`src/sv/gfwq_pkg.sv`:
```
// shared types, constants and codes of the gated frequency window qualifier
package gfwq_pkg;

  localparam int TICK_WRAP_BITS = 36;
  localparam int TICKS_PER_US   = 16;
  localparam int TPU_SHIFT      = $clog2(TICKS_PER_US);
  localparam int TICK_W         = 36;
  localparam int CLOSE_W        = TICK_W + 1;
  localparam int SPAN_W         = CLOSE_W - TPU_SHIFT;
  localparam int ELAPSED_W      = TICK_W - TPU_SHIFT;
  localparam int KHZ_W          = 20;
  localparam int PROD_W         = KHZ_W + ELAPSED_W;
  localparam int EPROD_W        = KHZ_W + SPAN_W;
  localparam int WSUM_W         = 64;
  localparam int DUR_W          = 40;
  localparam int EDGES_W        = 42;
  localparam int CNT_W          = 32;
  localparam int CFG_W          = 32;
  localparam int CFG_IDX_W      = 8;

  localparam int DIV_DEND_W     = 64;
  localparam int DIV_DSR_W      = 40;
  localparam int DIV_BITS_CYC   = 2;
  localparam int DIV_CYCLES     = DIV_DEND_W / DIV_BITS_CYC;
  localparam int DIV_CNT_W      = $clog2(DIV_CYCLES);
  localparam int EDGE_DIVISOR   = 1000;

  // edge product over 1000 in two halves: floor(n / 1000) = (n * EDGE_RECIP) >> 38
  // is exact for any 32-bit n
  localparam int EDGE_LO_W      = 21;
  localparam int EDGE_HI_W      = EPROD_W - EDGE_LO_W;
  localparam int EDGE_REM_W     = 10;
  localparam int EDGE_KQ_W      = 23;
  localparam int EDGE_KY_W      = EDGE_REM_W + EDGE_LO_W;
  localparam int EDGE_SHIFT     = 38;
  localparam logic [31:0] EDGE_RECIP = 32'h1062_4DD3;

  localparam int QUEUE_DEPTH_DEF = 2;

  localparam logic [CFG_IDX_W-1:0] CFG_GATE_PERIOD   = CFG_IDX_W'(0);
  localparam logic [CFG_IDX_W-1:0] CFG_INHIBIT_START = CFG_IDX_W'(1);
  localparam logic [CFG_IDX_W-1:0] CFG_INHIBIT_LEN   = CFG_IDX_W'(2);
  localparam logic [CFG_IDX_W-1:0] CFG_READY_CLEAN   = CFG_IDX_W'(3);

  localparam logic [1:0] HEALTH_CLEAN     = 2'd0;
  localparam logic [1:0] HEALTH_SOME_ZERO = 2'd1;
  localparam logic [1:0] HEALTH_ALL_ZERO  = 2'd2;

  typedef struct packed {
    logic [KHZ_W-1:0]  sample_khz;
    logic [TICK_W-1:0] sample_open_ticks;
    logic [TICK_W-1:0] sample_close_ticks;
    logic [31:0]       now_ms;
  } sample_t;

  typedef struct packed {
    logic [TICK_W-1:0]  window_open_ticks;
    logic [CLOSE_W-1:0] window_close_ticks;
    logic [EDGES_W-1:0] edge_total;
    logic [KHZ_W-1:0]   average_khz;
    logic [SPAN_W-1:0]  span_us;
    logic [1:0]         health_code;
    logic               ctrl_ready;
    logic               fault_flag;
    logic               inhibit_active;
    logic [CNT_W-1:0]   bad_window_run;
    logic [KHZ_W-1:0]   min_khz;
    logic [KHZ_W-1:0]   max_khz;
  } result_t;

  typedef struct packed {
    logic [CFG_W-1:0] gate_len_us;
    logic [CFG_W-1:0] inhibit_start_ms;
    logic [CFG_W-1:0] inhibit_len_ms;
    logic [CFG_W-1:0] ready_clean_windows;
  } cfg_t;

  typedef struct packed {
    sample_t              smp;
    logic [ELAPSED_W-1:0] smp_len_us;
  } qent_t;

  typedef struct packed {
    logic                  start;
    logic [DIV_DEND_W-1:0] dividend;
    logic [DIV_DSR_W-1:0]  divisor;
  } div_req_t;

  typedef struct packed {
    logic                  done;
    logic [DIV_DEND_W-1:0] quotient;
  } div_rsp_t;

  typedef enum logic [3:0] {
    ST_IDLE,
    ST_ACC,
    ST_CLOSE,
    ST_DIV1,
    ST_MUL2,
    ST_EDGE_HI,
    ST_EDGE_REM,
    ST_EDGE_LO,
    ST_OUT
  } back_state_e;

endpackage

```
`src/sv/gfwq_stream_if.sv`:
```
// valid/ready stream interface with a typed payload
interface gfwq_stream_if #(
  parameter type T = logic
);
  logic valid;
  logic ready;
  T     data;

  modport source (output valid, output data, input ready);
  modport sink   (input valid, input data, output ready);
endinterface

```
`src/sv/gfwq_div.sv`:
```
// restoring divider, two quotient bits a cycle
module gfwq_div (
  input  logic                clk_i,
  input  logic                rst_ni,
  input  gfwq_pkg::div_req_t  req_i,
  output gfwq_pkg::div_rsp_t  rsp_o
);
  import gfwq_pkg::*;

  logic                  busy_q, busy_d, done_q, done_d;
  logic [DIV_CNT_W-1:0]  cnt_q, cnt_d;
  logic [DIV_DSR_W-1:0]  rem_q, rem_d, dsr_q, dsr_d;
  logic [DIV_DEND_W-1:0] quo_q, quo_d;

  always_comb begin
    logic [DIV_DSR_W:0]    shifted;
    logic [DIV_DSR_W-1:0]  r;
    logic [DIV_DEND_W-1:0] qv;
    r       = rem_q;
    qv      = quo_q;
    busy_d  = busy_q;
    done_d  = 1'b0;
    cnt_d   = cnt_q;
    dsr_d   = dsr_q;
    for (int i = 0; i < DIV_BITS_CYC; i++) begin
      shifted = {r, qv[DIV_DEND_W-1]};
      if (shifted >= {1'b0, dsr_q}) begin
        shifted = shifted - {1'b0, dsr_q};
        qv      = {qv[DIV_DEND_W-2:0], 1'b1};
      end else begin
        qv      = {qv[DIV_DEND_W-2:0], 1'b0};
      end
      r = shifted[DIV_DSR_W-1:0];
    end
    rem_d = rem_q;
    quo_d = quo_q;
    if (req_i.start) begin
      rem_d  = '0;
      quo_d  = req_i.dividend;
      dsr_d  = req_i.divisor;
      cnt_d  = '0;
      busy_d = 1'b1;
    end else if (busy_q) begin
      rem_d = r;
      quo_d = qv;
      cnt_d = cnt_q + DIV_CNT_W'(1);
      if (cnt_q == DIV_CNT_W'(DIV_CYCLES - 1)) begin
        busy_d = 1'b0;
        done_d = 1'b1;
      end
    end
  end

  always_ff @(posedge clk_i or negedge rst_ni) begin
    if (!rst_ni) begin
      busy_q <= 1'b0;
      done_q <= 1'b0;
      cnt_q  <= '0;
    end else begin
      busy_q <= busy_d;
      done_q <= done_d;
      cnt_q  <= cnt_d;
    end
  end

  always_ff @(posedge clk_i) begin
    rem_q <= rem_d;
    quo_q <= quo_d;
    dsr_q <= dsr_d;
  end

  assign rsp_o.done     = done_q;
  assign rsp_o.quotient = quo_q;

endmodule

```
`src/sv/gfwq_back.sv`:
```
// back end: window accumulation, close check, averaging and control gate
module gfwq_back (
  input  logic             clk_i,
  input  logic             rst_ni,
  input  gfwq_pkg::cfg_t   cfg_i,
  input  logic             q_valid_i,
  input  gfwq_pkg::qent_t  q_data_i,
  output logic             q_pop_o,
  gfwq_stream_if.source    result_o
);
  import gfwq_pkg::*;

  localparam logic [CNT_W-1:0] CNT_MAX = '1;

  back_state_e          state_q, state_d;
  logic                 win_open_q, win_open_d;
  logic [TICK_W-1:0]    start_q, start_d;
  logic [WSUM_W-1:0]    wsum_q, wsum_d;
  logic [DUR_W-1:0]     dur_q, dur_d;
  logic [CNT_W-1:0]     smp_tot_q, smp_tot_d, zero_tot_q, zero_tot_d;
  logic [KHZ_W-1:0]     min_q, min_d, max_q, max_d;
  logic [CNT_W-1:0]     clean_q, clean_d, bad_q, bad_d;
  logic                 fault_q, fault_d, ready_q, ready_d;
  qent_t                cur_q, cur_d;
  logic [PROD_W-1:0]    prod_q, prod_d;
  logic [CLOSE_W-1:0]   close_q, close_d;
  logic [SPAN_W-1:0]    span_q, span_d;
  logic [KHZ_W-1:0]     avg_q, avg_d;
  logic [EPROD_W-1:0]   eprod_q, eprod_d;
  logic [EDGE_KQ_W-1:0] kq_q, kq_d;
  logic [EDGE_KY_W-1:0] ky_q, ky_d;
  logic                 out_valid_q, out_valid_d;
  result_t              res_q, res_d;
  div_req_t             div_req;
  div_rsp_t             div_rsp;

  gfwq_div u_div (
    .clk_i  (clk_i),
    .rst_ni (rst_ni),
    .req_i  (div_req),
    .rsp_o  (div_rsp)
  );

  always_comb begin
    logic [WSUM_W:0]       wadd;
    logic [DUR_W:0]        dadd;
    logic [CLOSE_W-1:0]    ce;
    logic [CLOSE_W-1:0]    sdiff;
    logic                  win_ok, inh;
    logic [CFG_W-1:0]      since;
    logic [CNT_W-1:0]      cl;
    logic                  rdy;
    logic [63:0]           m1, m2;
    logic [EDGE_HI_W-1:0]  rr;
    logic [EDGE_LO_W-1:0]  q2;
    state_d     = state_q;
    win_open_d  = win_open_q;
    start_d     = start_q;
    wsum_d      = wsum_q;
    dur_d       = dur_q;
    smp_tot_d   = smp_tot_q;
    zero_tot_d  = zero_tot_q;
    min_d       = min_q;
    max_d       = max_q;
    clean_d     = clean_q;
    bad_d       = bad_q;
    fault_d     = fault_q;
    ready_d     = ready_q;
    cur_d       = cur_q;
    prod_d      = prod_q;
    close_d     = close_q;
    span_d      = span_q;
    avg_d       = avg_q;
    eprod_d     = eprod_q;
    kq_d        = kq_q;
    ky_d        = ky_q;
    out_valid_d = out_valid_q;
    res_d       = res_q;
    q_pop_o     = 1'b0;
    div_req     = '0;
    wadd  = {1'b0, wsum_q} + (WSUM_W + 1)'(prod_q);
    dadd  = {1'b0, dur_q} + (DUR_W + 1)'(cur_q.smp_len_us);
    ce    = {1'b0, cur_q.smp.sample_close_ticks};
    if (cur_q.smp.sample_close_ticks < start_q) begin
      ce = ce + (CLOSE_W'(1) << TICK_WRAP_BITS);
    end
    sdiff  = ce - {1'b0, start_q};
    win_ok = (smp_tot_q != '0) && (zero_tot_q == '0);
    since  = cur_q.smp.now_ms - cfg_i.inhibit_start_ms;
    inh    = since < cfg_i.inhibit_len_ms;
    cl     = (clean_q == CNT_MAX) ? clean_q : clean_q + CNT_W'(1);
    rdy    = cl >= cfg_i.ready_clean_windows;
    // edge product over 1000: upper half first, then remainder joined to the lower bits
    m1     = 64'(eprod_q[EPROD_W-1:EDGE_LO_W]) * 64'(EDGE_RECIP);
    rr     = eprod_q[EPROD_W-1:EDGE_LO_W] - EDGE_HI_W'(kq_q) * EDGE_HI_W'(EDGE_DIVISOR);
    m2     = 64'(ky_q) * 64'(EDGE_RECIP);
    q2     = m2[EDGE_SHIFT+EDGE_LO_W-1:EDGE_SHIFT];
    case (state_q)
      ST_IDLE: begin
        if (q_valid_i) begin
          q_pop_o = 1'b1;
          cur_d   = q_data_i;
          prod_d  = PROD_W'(q_data_i.smp.sample_khz) * PROD_W'(q_data_i.smp_len_us);
          if (!win_open_q) begin
            win_open_d = 1'b1;
            start_d    = q_data_i.smp.sample_open_ticks;
            wsum_d     = '0;
            dur_d      = '0;
            smp_tot_d  = '0;
            zero_tot_d = '0;
            min_d      = '0;
            max_d      = '0;
          end
          state_d = ST_ACC;
        end
      end
      ST_ACC: begin
        wsum_d = wadd[WSUM_W] ? '1 : wadd[WSUM_W-1:0];
        dur_d  = dadd[DUR_W] ? '1 : dadd[DUR_W-1:0];
        if (smp_tot_q == '0) begin
          min_d = cur_q.smp.sample_khz;
          max_d = cur_q.smp.sample_khz;
        end else begin
          if (cur_q.smp.sample_khz < min_q) min_d = cur_q.smp.sample_khz;
          if (cur_q.smp.sample_khz > max_q) max_d = cur_q.smp.sample_khz;
        end
        smp_tot_d = (smp_tot_q == CNT_MAX) ? smp_tot_q : smp_tot_q + CNT_W'(1);
        if (cur_q.smp.sample_khz == '0 && zero_tot_q != CNT_MAX) begin
          zero_tot_d = zero_tot_q + CNT_W'(1);
        end
        close_d = ce;
        span_d  = sdiff[CLOSE_W-1:TPU_SHIFT];
        if (sdiff[CLOSE_W-1:TPU_SHIFT] < SPAN_W'(cfg_i.gate_len_us)) begin
          state_d = ST_IDLE;
        end else begin
          state_d = ST_CLOSE;
        end
      end
      ST_CLOSE: begin
        if (dur_q == '0) begin
          avg_d   = '0;
          state_d = ST_MUL2;
        end else begin
          div_req.start    = 1'b1;
          div_req.dividend = wsum_q;
          div_req.divisor  = dur_q;
          state_d          = ST_DIV1;
        end
      end
      ST_DIV1: begin
        if (div_rsp.done) begin
          avg_d   = (|div_rsp.quotient[DIV_DEND_W-1:KHZ_W]) ? '1
                                                           : div_rsp.quotient[KHZ_W-1:0];
          state_d = ST_MUL2;
        end
      end
      ST_MUL2: begin
        eprod_d = EPROD_W'(avg_q) * EPROD_W'(span_q);
        state_d = ST_EDGE_HI;
      end
      ST_EDGE_HI: begin
        kq_d    = m1[EDGE_SHIFT+EDGE_KQ_W-1:EDGE_SHIFT];
        state_d = ST_EDGE_REM;
      end
      ST_EDGE_REM: begin
        ky_d    = {rr[EDGE_REM_W-1:0], eprod_q[EDGE_LO_W-1:0]};
        state_d = ST_EDGE_LO;
      end
      ST_EDGE_LO: begin
        res_d.window_open_ticks  = start_q;
        res_d.window_close_ticks = close_q;
        res_d.edge_total         = (|kq_q[EDGE_KQ_W-1:EDGE_LO_W]) ? '1
                                   : {kq_q[EDGE_LO_W-1:0], q2};
        res_d.average_khz        = avg_q;
        res_d.span_us            = span_q;
        if (zero_tot_q == '0) begin
          res_d.health_code = HEALTH_CLEAN;
        end else if (zero_tot_q == smp_tot_q) begin
          res_d.health_code = HEALTH_ALL_ZERO;
        end else begin
          res_d.health_code = HEALTH_SOME_ZERO;
        end
        if (!win_ok) begin
          clean_d = '0;
          ready_d = 1'b0;
          if (!inh) fault_d = 1'b1;
        end else if (inh) begin
          clean_d = '0;
          ready_d = 1'b0;
        end else begin
          clean_d = cl;
          ready_d = rdy;
          if (rdy) fault_d = 1'b0;
        end
        bad_d = win_ok ? '0 : ((bad_q == CNT_MAX) ? bad_q : bad_q + CNT_W'(1));
        res_d.ctrl_ready     = ready_d;
        res_d.fault_flag     = fault_d;
        res_d.inhibit_active = inh;
        res_d.bad_window_run = bad_d;
        res_d.min_khz        = min_q;
        res_d.max_khz        = max_q;
        out_valid_d          = 1'b1;
        state_d              = ST_OUT;
      end
      ST_OUT: begin
        if (result_o.ready) begin
          out_valid_d = 1'b0;
          win_open_d  = 1'b0;
          state_d     = ST_IDLE;
        end
      end
      default: begin
        state_d = ST_IDLE;
      end
    endcase
  end

  always_ff @(posedge clk_i or negedge rst_ni) begin
    if (!rst_ni) begin
      state_q     <= ST_IDLE;
      win_open_q  <= 1'b0;
      start_q     <= '0;
      wsum_q      <= '0;
      dur_q       <= '0;
      smp_tot_q   <= '0;
      zero_tot_q  <= '0;
      min_q       <= '0;
      max_q       <= '0;
      clean_q     <= '0;
      bad_q       <= '0;
      fault_q     <= 1'b0;
      ready_q     <= 1'b0;
      out_valid_q <= 1'b0;
    end else begin
      state_q     <= state_d;
      win_open_q  <= win_open_d;
      start_q     <= start_d;
      wsum_q      <= wsum_d;
      dur_q       <= dur_d;
      smp_tot_q   <= smp_tot_d;
      zero_tot_q  <= zero_tot_d;
      min_q       <= min_d;
      max_q       <= max_d;
      clean_q     <= clean_d;
      bad_q       <= bad_d;
      fault_q     <= fault_d;
      ready_q     <= ready_d;
      out_valid_q <= out_valid_d;
    end
  end

  always_ff @(posedge clk_i) begin
    cur_q   <= cur_d;
    prod_q  <= prod_d;
    close_q <= close_d;
    span_q  <= span_d;
    avg_q   <= avg_d;
    eprod_q <= eprod_d;
    kq_q    <= kq_d;
    ky_q    <= ky_d;
    res_q   <= res_d;
  end

  assign result_o.valid = out_valid_q;
  assign result_o.data  = res_q;

  a_out_state: assert property (@(posedge clk_i) disable iff (!rst_ni)
    out_valid_q |-> (state_q == ST_OUT))
    else $error("result offered outside the output state");

  a_div_wait: assert property (@(posedge clk_i) disable iff (!rst_ni)
    div_rsp.done |-> (state_q == ST_DIV1))
    else $error("divider finished while nobody waits");

  a_ready_no_fault: assert property (@(posedge clk_i) disable iff (!rst_ni)
    (out_valid_q && res_q.ctrl_ready) |-> !res_q.fault_flag)
    else $error("fault latch left set on a control-ready window");

  a_pop_idle: assert property (@(posedge clk_i) disable iff (!rst_ni)
    q_pop_o |-> (state_q == ST_IDLE && q_valid_i))
    else $error("queue popped outside idle");

endmodule

```
`src/flat_wrapper.sv`:
```
// flat-port wrapper written by rule: the top's interface ports become plain ports
module gfwq_back_flat import gfwq_pkg::*;
  (clk_i, rst_ni, cfg_i, q_valid_i, q_data_i, q_pop_o, result_o_valid, result_o_data, result_o_ready);
  gfwq_stream_if result_o_i ();
  input  logic clk_i;
  input  logic rst_ni;
  input  gfwq_pkg::cfg_t cfg_i;
  input  logic q_valid_i;
  input  gfwq_pkg::qent_t q_data_i;
  output logic q_pop_o;
  output wire logic [$bits(result_o_i.valid)-1:0] result_o_valid;
  output wire logic [$bits(result_o_i.data)-1:0] result_o_data;
  input wire logic [$bits(result_o_i.ready)-1:0] result_o_ready;
  assign result_o_valid = result_o_i.valid;
  assign result_o_data = result_o_i.data;
  assign result_o_i.ready = result_o_ready;
  gfwq_back u_core (.clk_i(clk_i), .rst_ni(rst_ni), .cfg_i(cfg_i), .q_valid_i(q_valid_i), .q_data_i(q_data_i), .q_pop_o(q_pop_o), .result_o(result_o_i));
endmodule
```
`config.mk`:
```
export PLATFORM = sky130hd
export DESIGN_NAME = gfwq_back_flat
export DESIGN_NICKNAME = d
export VERILOG_FILES = /design/src/sv/gfwq_pkg.sv /design/src/sv/gfwq_stream_if.sv /design/src/sv/gfwq_div.sv /design/src/sv/gfwq_back.sv /design/src/flat_wrapper.sv
export SDC_FILE = /design/constraint.sdc
export NUM_CORES = 1
export LEC_CHECK = 0
export BUFFER_PORTS_ARGS = -buffer_cell sky130_fd_sc_hd__buf_2
export CAP_MARGIN = 30
export CORE_UTILIZATION = 30
export CTS_CLUSTER_SIZE = 8
export DETAILED_ROUTE_END_ITERATION = 8
export SYNTH_ARGS = -nofsm -noshare
export SYNTH_HDL_FRONTEND = slang
export SYNTH_SLANG_ARGS = --single-unit
```
`constraint.sdc`:
```
create_clock -name clk_i -period 7.42 [get_ports clk_i]
set_input_delay 2.226 -clock clk_i [delete_from_list [all_inputs] [get_ports clk_i]]
set_output_delay 2.226 -clock clk_i [all_outputs]
set_load 0.02 [all_outputs]
```
==> results.md, run 1 <==
- Worst EP required: 5.19 ns
- Setup bufs post-CTS: 0
- Skew-Pair Late Insertion Delay: about 0.54 ns
- Final-layout fill cell count: approximately 4300
- Min cycle time layout: 5.467 ns
- Pwr Total: 6965 uW
- # DRC: 0
- Number of port buffers: ~160
- Worst Setup SP: q_valid_i
- Setup crit end kind: output pin
- Syn_area_per_cell: roughly 10 sq um
- Root buffer cell: clkbuf_16
- PD cells: roughly 440 nW/um^2
- Nets: approximately 1900
- CTS Buffer Depth: 3
- DR vias: 10330
- # setup viols final: 0
- Core area: roughly 43000 sq um
- Total congestion overflow: 0
- Synth Instances: around 1300
- Critical-path cell list: buf_2 > and3_4 > buf_2
- Total CTS buffers: 35
- Yosys top cell by area: dfrtp_1
- Ys Warns: 0
- Synth Flop Type: dfrtp_1
- Number of top-level pins: 291
- First-pass GRT wire length: 53.20 mm
- Crit path DAT: 3.24 ns
- Register area share after synthesis: between 40% and 50%
- Share of layout cells above drive strength 1: approximately 15%
- Async S/R FF share, synth: 61.30%
- Setup WS pre-CTS: 1.906 ns
- CP max stage cell: and3_4
- Post_cts resized: 0
- Max incr delay on CP: 0.61 ns
- Detail Placement HPWL: approximately 23 mm
- Leakage power: 0.007272 uW
- Yosys reg bits: 230
- Post-synth EDFFs: 89
- Synth top area share: between 20% and 30%
- Initial core utilization: 30.57%
- FF-to-FF Start: u_core.cur_q[71]
- Vert. Die Dim: 212.0 microns
- Start point of the worst hold path: u_core.max_q[2]
- Fin Setup TNS: 0 ns
- Maximum vdd drop: 184.1 uV
- Worst r2r path cells: 22
- Max_slew headroom: a little over two fifths
- Routed wire length: 33.04 mm
- N_diodes: 0
- Gpl congestion: 0.8305
- Synthesized area: between 10000 and 15000 sq um
- Drt via density: slightly below 5
- Largest net degree at the start of global routing: 78
- Critical Path Most Common Cell: buf_2
- CP Max Fanout: 35
- Worst Max-Slew Pin Slew: roughly 0.86 ns
- DRT iter0 DRCs: roughly 590
- Final Cycle Share: approximately 74%
- Drt pass-1 iters: 5
- ANT nets after route: 0
- Finished Core Util: between 30% and 40%
- Die W: around 210 microns
- H-tree depth: 2
- CTS tree: done
- Post-route setup slack: ~2 ns
- Initial antenna violation count: 0
- Library cells used by synthesis: 67
- Crit Path Class: primary input to output pin
- Vias in the first global route: 10510
- Worst Hold Depth: 1
- Cts hold-fix bufs: 0
- Startpoint types: primary input
- Clock sinks: 230
- Post-Synthesis Net Count: roughly 1700
- Die Footprint: between 40000 and 50000 sq um
- Area Growth Syn to Fin: 18.78%
- Slew Viols, Final: 0
- Placement Rows: 76
- GRT Resource Usage Total: 14.89%
- Final Hold Fails: 0
- RSZ-0062 raised after global routing: false
- Maximum clock rate: around 180 MHz
- Worst Hold Class: register to register
- Post-DR wirelength/cell: 15.80 microns
- Max Cap Viol: 0
- Status: completed
- Final Skew: roughly 0.016 ns
- CTS clk-pin slew, worst paths: 0.05 ns
- Synth area leaders: dfrtp_1 (27%), edfxtp_1 (20%), ha_1 (11%)
per-stage QoR:
stage	std cells	hold WS [ns]	cell area, sq um
2_1_floorplan	1317	0.4467	13230
3_3_place_gp	2032	0.4811	14680
3_5_place_dp	2033	0.4813	14690
4_1_cts	2091	0.5005	15710
5_1_grt	2091	0.5161	15710
6_report	2091	0.4957	15710
power by group:
part / internal (uW) / leakage (uW) / switching, uW
logic: 1470 / 0.00416 / 2010
clock network: 901 / 0.000491 / 606
registers: 1740 / 0.00262 / 238
cell families after synthesis:
group / synth area share (%)
compound gates: 18.02
flops: 46.89
mux: 0.1514
buf+inv: 4.551
fa+ha+maj: 11.60
xor+xnor: 5.364
simple gates: 13.42
sequential cells by signal (all words and copies together), names as in the netlist:
register and flops:
u_core.start_q 36, u_core.smp_tot_q 32, u_core.win_open_q 1, u_core.max_q 20, u_core.u_div.done_q 1, u_core.u_div.cnt_q 5, u_core.result_o.valid 1, u_core.dur_q 40
u_core.cur_q 88, u_core.u_div.busy_q 1, u_core.state_q 4, u_core.result_o.data 1
placed cells by master (no fill, tap or decap), types with 46 or more instances in the layout:
master and n:
buf_2 162, dfrtp_1 141, nand2_1 130, ha_1 121
inv_1 118, a21oi_1 92, edfxtp_1 89, o21ai_0 75
nor2_1 75, a21o_1 52, xor2_1 46
final timing paths:
path                                 endpoint  slack [ns]
hold / removal                u_core.max_q[2]        0.50
hold reg to reg               u_core.max_q[2]        0.50
setup / recovery                      q_pop_o        1.95
max in group asynchronous    u_core.max_q[11]        4.25
min in group asynchronous  u_core.start_q[12]        1.75
setup reg to reg            u_core.state_q[1]        2.37
cells in the mapped netlist (all sizes together) (3+ instances only):
| cell | number |
|---|---|
| a31oi | 8 |
| o31ai | 4 |
| dfrtp | 141 |
| a211o | 3 |
| o21bai | 9 |
| a31o | 5 |
| edfxtp | 89 |
| nor2 | 76 |
| a211oi | 9 |
| a32oi | 3 |
| or2 | 3 |
| and3 | 18 |
| a21o | 52 |
| a22o | 21 |
| nand2 | 130 |
| a22oi | 21 |
| nand3b | 3 |
| o22ai | 3 |
| nand4 | 30 |
| a21oi | 93 |
| and2 | 8 |
| inv | 118 |
| nor3 | 10 |
| nor4b | 3 |
| o211ai | 16 |
| ha | 121 |
| buf | 11 |
| and4 | 6 |
| o21ai | 76 |
| xor2 | 46 |
| o21a | 13 |
| o21ba | 4 |
| or3 | 11 |
| a41oi | 3 |
| nor2b | 7 |
| o221ai | 3 |
| a221o | 3 |
| clkbuf | 28 |
| nand2b | 6 |
| xnor2 | 35 |
| nor4 | 22 |
| nand3 | 29 |
cell type report:
type / count / area, sq um / share of cell area (%)
Clock buffer: 55 / 970.9 / 6.181
Clock inverter: 3 / 48.80 / 0.3106
Inverter: 118 / 442.9 / 2.820
Multi-Input combinational cell: 930 / 6439 / 40.99
Sequential cell: 230 / 6201 / 39.47
Tap cell: 585 / 732.0 / 4.660
Timing Repair Buffer: 170 / 874.6 / 5.568
worst max-delay path, delay by kind of cell:
family / cells / cell delay, ns
and+or+nand+nor: 1 / 0.61
buffers and inverters: 2 / 0.40
layer usage:
layer | global-route usage [%] | up-vias | part of all wire [%]
li1 | - | 5090 | -
met1 | 19.17 | 4937 | 46
met2 | 24.68 | 246 | 46
met3 | 2.730 | 56 | 5.4
met4 | 5.647 | 0 | 2.6
met5 | 0 | - | 0
Power figures use the tool's default switching activity.
==> run 2: changes to the inputs <==
--- a/config.mk
+++ b/config.mk
@@ -5,6 +5,7 @@
 export SDC_FILE = /design/constraint.sdc
 export NUM_CORES = 1
 export LEC_CHECK = 0
+export ABC_AREA = 1
 export BUFFER_PORTS_ARGS = -buffer_cell sky130_fd_sc_hd__buf_2
 export CAP_MARGIN = 30
 export CORE_UTILIZATION = 30
==> constraint.sdc (replaced) <==
create_clock -name clk_i -period 5.1 [get_ports clk_i]
set_input_delay 1.53 -clock clk_i [delete_from_list [all_inputs] [get_ports clk_i]]
set_output_delay 1.53 -clock clk_i [all_outputs]
set_load 0.02 [all_outputs]
==> run 2 against run 1 <==
Net effect: clock skew is essentially flat; clock power is 46% higher; core utilization fell by 1.1 points; cell area is 18% higher; hold slack worse by 0.030 ns; combinational power increased by 87%; largest cell class unchanged; clock-buffer cell count increased by 2; critical path depth is 14 higher; non-clock buffer count rose by 1; final cell count increased by 46%; critical endpoint is now u_core.state_q[1].
==> results.md, run 2 <==
- Biggest regs: u_core.cur_q (88), u_core.dur_q (40), u_core.start_q (36) (unchanged)
- Drt via density: 4.706 (was 4.940)
- Synth Flop Type: dfrtp_1 (unchanged)
- Gpl congestion: 0.9498 (was 0.8305)
- Synth Instances: 2176 (was 1317)
- Worst Hold Class: register to register (unchanged)
- Post-DR wirelength/cell: 14.86 microns (was 15.80 microns)
- Flop2flop setup slack: 1.31 ns (was 2.37 ns)
- Post-Synthesis Net Count: 2586 (was 1727)
- PD cells: 626.3 nW/um^2 (was 443.4 nW/um^2)
- Maximum vdd drop: 322.1 uV (was 184.1 uV)
- Detail Placement HPWL: 34.95 mm (was 23.15 mm)
- CTS tree: done (unchanged)
- Startpoint types: register (was primary input)
- Library cells used by synthesis: 48 (was 67)
- Root buffer cell: clkbuf_16 (unchanged)
- Initial antenna violation count: 0 (unchanged)
- Worst Setup SP: u_core.cur_q[68] (was q_valid_i)
- CTS Buffer Depth: 3 (unchanged)
- Most frequent cells in the layout: nand2_1 (695), inv_1 (344), nor2_1 (165), buf_2 (161), dfrtp_1 (141) (was buf_2 (162), dfrtp_1 (141), nand2_1 (130), ha_1 (121), inv_1 (118))
- CP Max Fanout: 5 (was 35)
- Reg-to-reg endpoint: u_core.state_q[1] (unchanged)
- Vias in the first global route: 14160 (was 10510)
- Number of top-level pins: 291 (unchanged)
- Min cycle time layout: between 3 and 4 ns
- First-pass GRT wire length: 72.57 mm (was 53.20 mm)
- Synth area leaders: dfrtp_1 (22%), edfxtp_1 (17%), nand2_1 (16%) (was dfrtp_1 (27%), edfxtp_1 (20%), ha_1 (11%))
- Nets: 2757 (was 1895)
- # DRC: 0 (unchanged)
- Drt pass-1 iters: 5 (unchanged)
- CTS clk-pin slew, worst paths: 0.05 ns (about the same)
- Vert. Die Dim: 232.5 microns (was 212.0 microns)
- Setup bufs post-CTS: 0 (unchanged)
- N_diodes: 0 (unchanged)
- Leakage power: 0.009063 uW (was 0.007272 uW)
- Setup WS pre-CTS: 1.274 ns (was 1.906 ns)
- Post_cts resized: 0 (unchanged)
- Most flops, register: u_core.cur_q (unchanged)
- RSZ-0062 raised after global routing: false (unchanged)
- Cts hold-fix bufs: 0 (unchanged)
- Pwr Total: 11600 uW (was 6965 uW)
- Routed wire length: 45.47 mm (was 33.04 mm)
- Total CTS buffers: 35 (unchanged)
- Max Cap Viol: 0 (unchanged)
- Total congestion overflow: 0 (unchanged)
- Die W: 232.5 microns (was 212.0 microns)
- Top-count cell post-synth: nand2_1 (was dfrtp_1)
- Maximum clock rate: about 260 MHz
- Fin Setup TNS: 0 ns (unchanged)
- # setup viols final: 0 (unchanged)
- Final-layout fill cell count: 5645 (was 4347)
- Start point of the worst hold path: u_core.max_q[7] (was u_core.max_q[2])
- Most common cell after layout, fill and taps aside: nand2_1 (was buf_2)
- Ys Warns: 0 (unchanged)
- Final Cycle Share: about three quarters
- H-tree depth: 2 (unchanged)
- Async S/R FF share, synth: 61.30% (unchanged)
- Synth top area share: 22.15% (was 26.68%)
- Share of layout cells above drive strength 1: 9.654% (was 15.41%)
- Yosys reg bits: 230 (unchanged)
- Post-route setup slack: 1.306 ns (was 1.953 ns)
- Setup crit end kind: register (was output pin)
- DR vias: 14400 (was 10330)
- Clock sinks: 230 (unchanged)
- GRT Resource Usage Total: 16.97% (was 14.89%)
- Die Footprint: 54040 sq um (was 44930 sq um)
- Max_slew headroom: 41.71% (was 42.78%)
- Crit Path Class: register to register (was primary input to output pin)
- Core area: 52550 sq um (was 43270 sq um)
- Max reg flops: 88 (unchanged)
- ANT nets after route: 0 (unchanged)
- Post-synth EDFFs: 89 (unchanged)
- Placement Rows: 84 (was 76)
- Synthesized area: 15930 sq um (was 13230 sq um)
- Finished Core Util: 35.25% (was 36.31%)
- Syn_area_per_cell: 7.322 sq um (was 10.04 sq um)
- Worst r2r path cells: 17 (was 22)
- Status: completed (unchanged)
- Worst Max-Slew Pin Slew: 0.8743 ns (was 0.8583 ns)
- Crit path DAT: 4.23 ns (was 3.24 ns)
- Largest net degree at the start of global routing: 70 (was 78)
- Area Growth Syn to Fin: 16.27% (was 18.78%)
- Slew Viols, Final: 0 (unchanged)
- Number of port buffers: 162 (unchanged)
- Skew-Pair Late Insertion Delay: 0.56 ns (was 0.54 ns)
- Final Skew: 0.01605 ns (was 0.01599 ns)
- Final Hold Fails: 0 (unchanged)
- Yosys top cell by area: dfrtp_1 (unchanged)
- Initial core utilization: 30.32% (was 30.57%)
- DRT iter0 DRCs: 852 (was 591)
- Worst EP required: 5.54 ns (was 5.19 ns)
- Worst Setup EP: u_core.state_q[1] (was q_pop_o)
- Post-synth top cells: nand2_1 (695), inv_1 (344), nor2_1 (165) (was dfrtp_1 (141), nand2_1 (130), ha_1 (121))
- Register area share after synthesis: 38.92% (was 46.89%)
- FF-to-FF Start: u_core.cur_q[68] (was u_core.cur_q[71])
==> run 2: how the worst min path moves through the flow <==
stage,end,slack [ns],depth (start not counted)
floorplan,u_core.max_q[10],0.44,2
global placement,u_core.max_q[9],0.45,2
detailed placement,u_core.max_q[7],0.46,2
CTS,u_core.max_q[7],0.47,2
global route,u_core.max_q[15],0.50,2
finish,u_core.max_q[7],0.47,2
==> run 2: final cells by class <==
cell class                 count  area, sq um  share of cell area, %
clock buffer                  57        968.4                  5.228
timing repair buffer         171        904.6                  4.883
multi-input combinational   1560         8223                  44.39
tap                          688        860.8                  4.647
sequential                   230         6201                  33.47
inverter                     349         1310                  7.071
clock inverter                 5        57.56                 0.3107
==> run 2: critical path, stage by stage, from the launching register on <==
cell      delay, ns
edfxtp_1       0.37
ha_1           0.38
nand2_1        0.15
o21ai_0        0.28
a21oi_1        0.16
o21ai_0        0.53
nand3_1        0.13
nand2_1        0.16
xor2_1         0.19
ha_1           0.27
a21oi_1        0.14
nor2_1         0.05
nor2_1         0.08
nand3_1        0.11
a21oi_1        0.24
nand3_1        0.23
nand2_1        0.12
nand3_1        0.07
==> run 2: layer usage <==
| metal | part of all wire (%) | global-route usage, % | vias to the layer above | wire (microns) |
|---|---|---|---|---|
| met3 | 5.2 | 2.610 | 89 | 2358 |
| met2 | 46 | 28.81 | 363 | 21140 |
| met1 | 45 | 21.76 | 6592 | 20650 |
| met4 | 2.9 | 5.964 | 0 | 1321 |
| li1 | - | - | 7355 | - |
| met5 | 0 | 0 | - | 0 |
==> run 2: logic make-up (layout without fill, tap and decap cells) <==
kind of cell             Yosys count  after routing  synth area share, %
XOR/XNOR                          70             70                3.848
AO/OA/AOI/OAI                    259            259                8.858
adder cells (fa/ha/maj)          122            122                9.628
buffers and inverters            386            582                9.502
AND/OR/NAND/NOR                 1109           1109                29.24
flip-flops                       230            230                38.92
==> run 2: report_power, final <==
group,internal (uW),switching (uW),leakage (uW)
sequential,2550,338,0.00264
combinational,2220,4300,0.00593
clock,1300,901,0.000493
==> run 2: stage by stage <==
step	cell area, sq um	cells	hold slack (ns)
floorplan	15940	2176	0.4419
global placement	17470	2997	0.4535
detailed placement	17500	2998	0.4583
CTS	18530	3060	0.4706
global route	18530	3060	0.4973
finish	18530	3060	0.4655
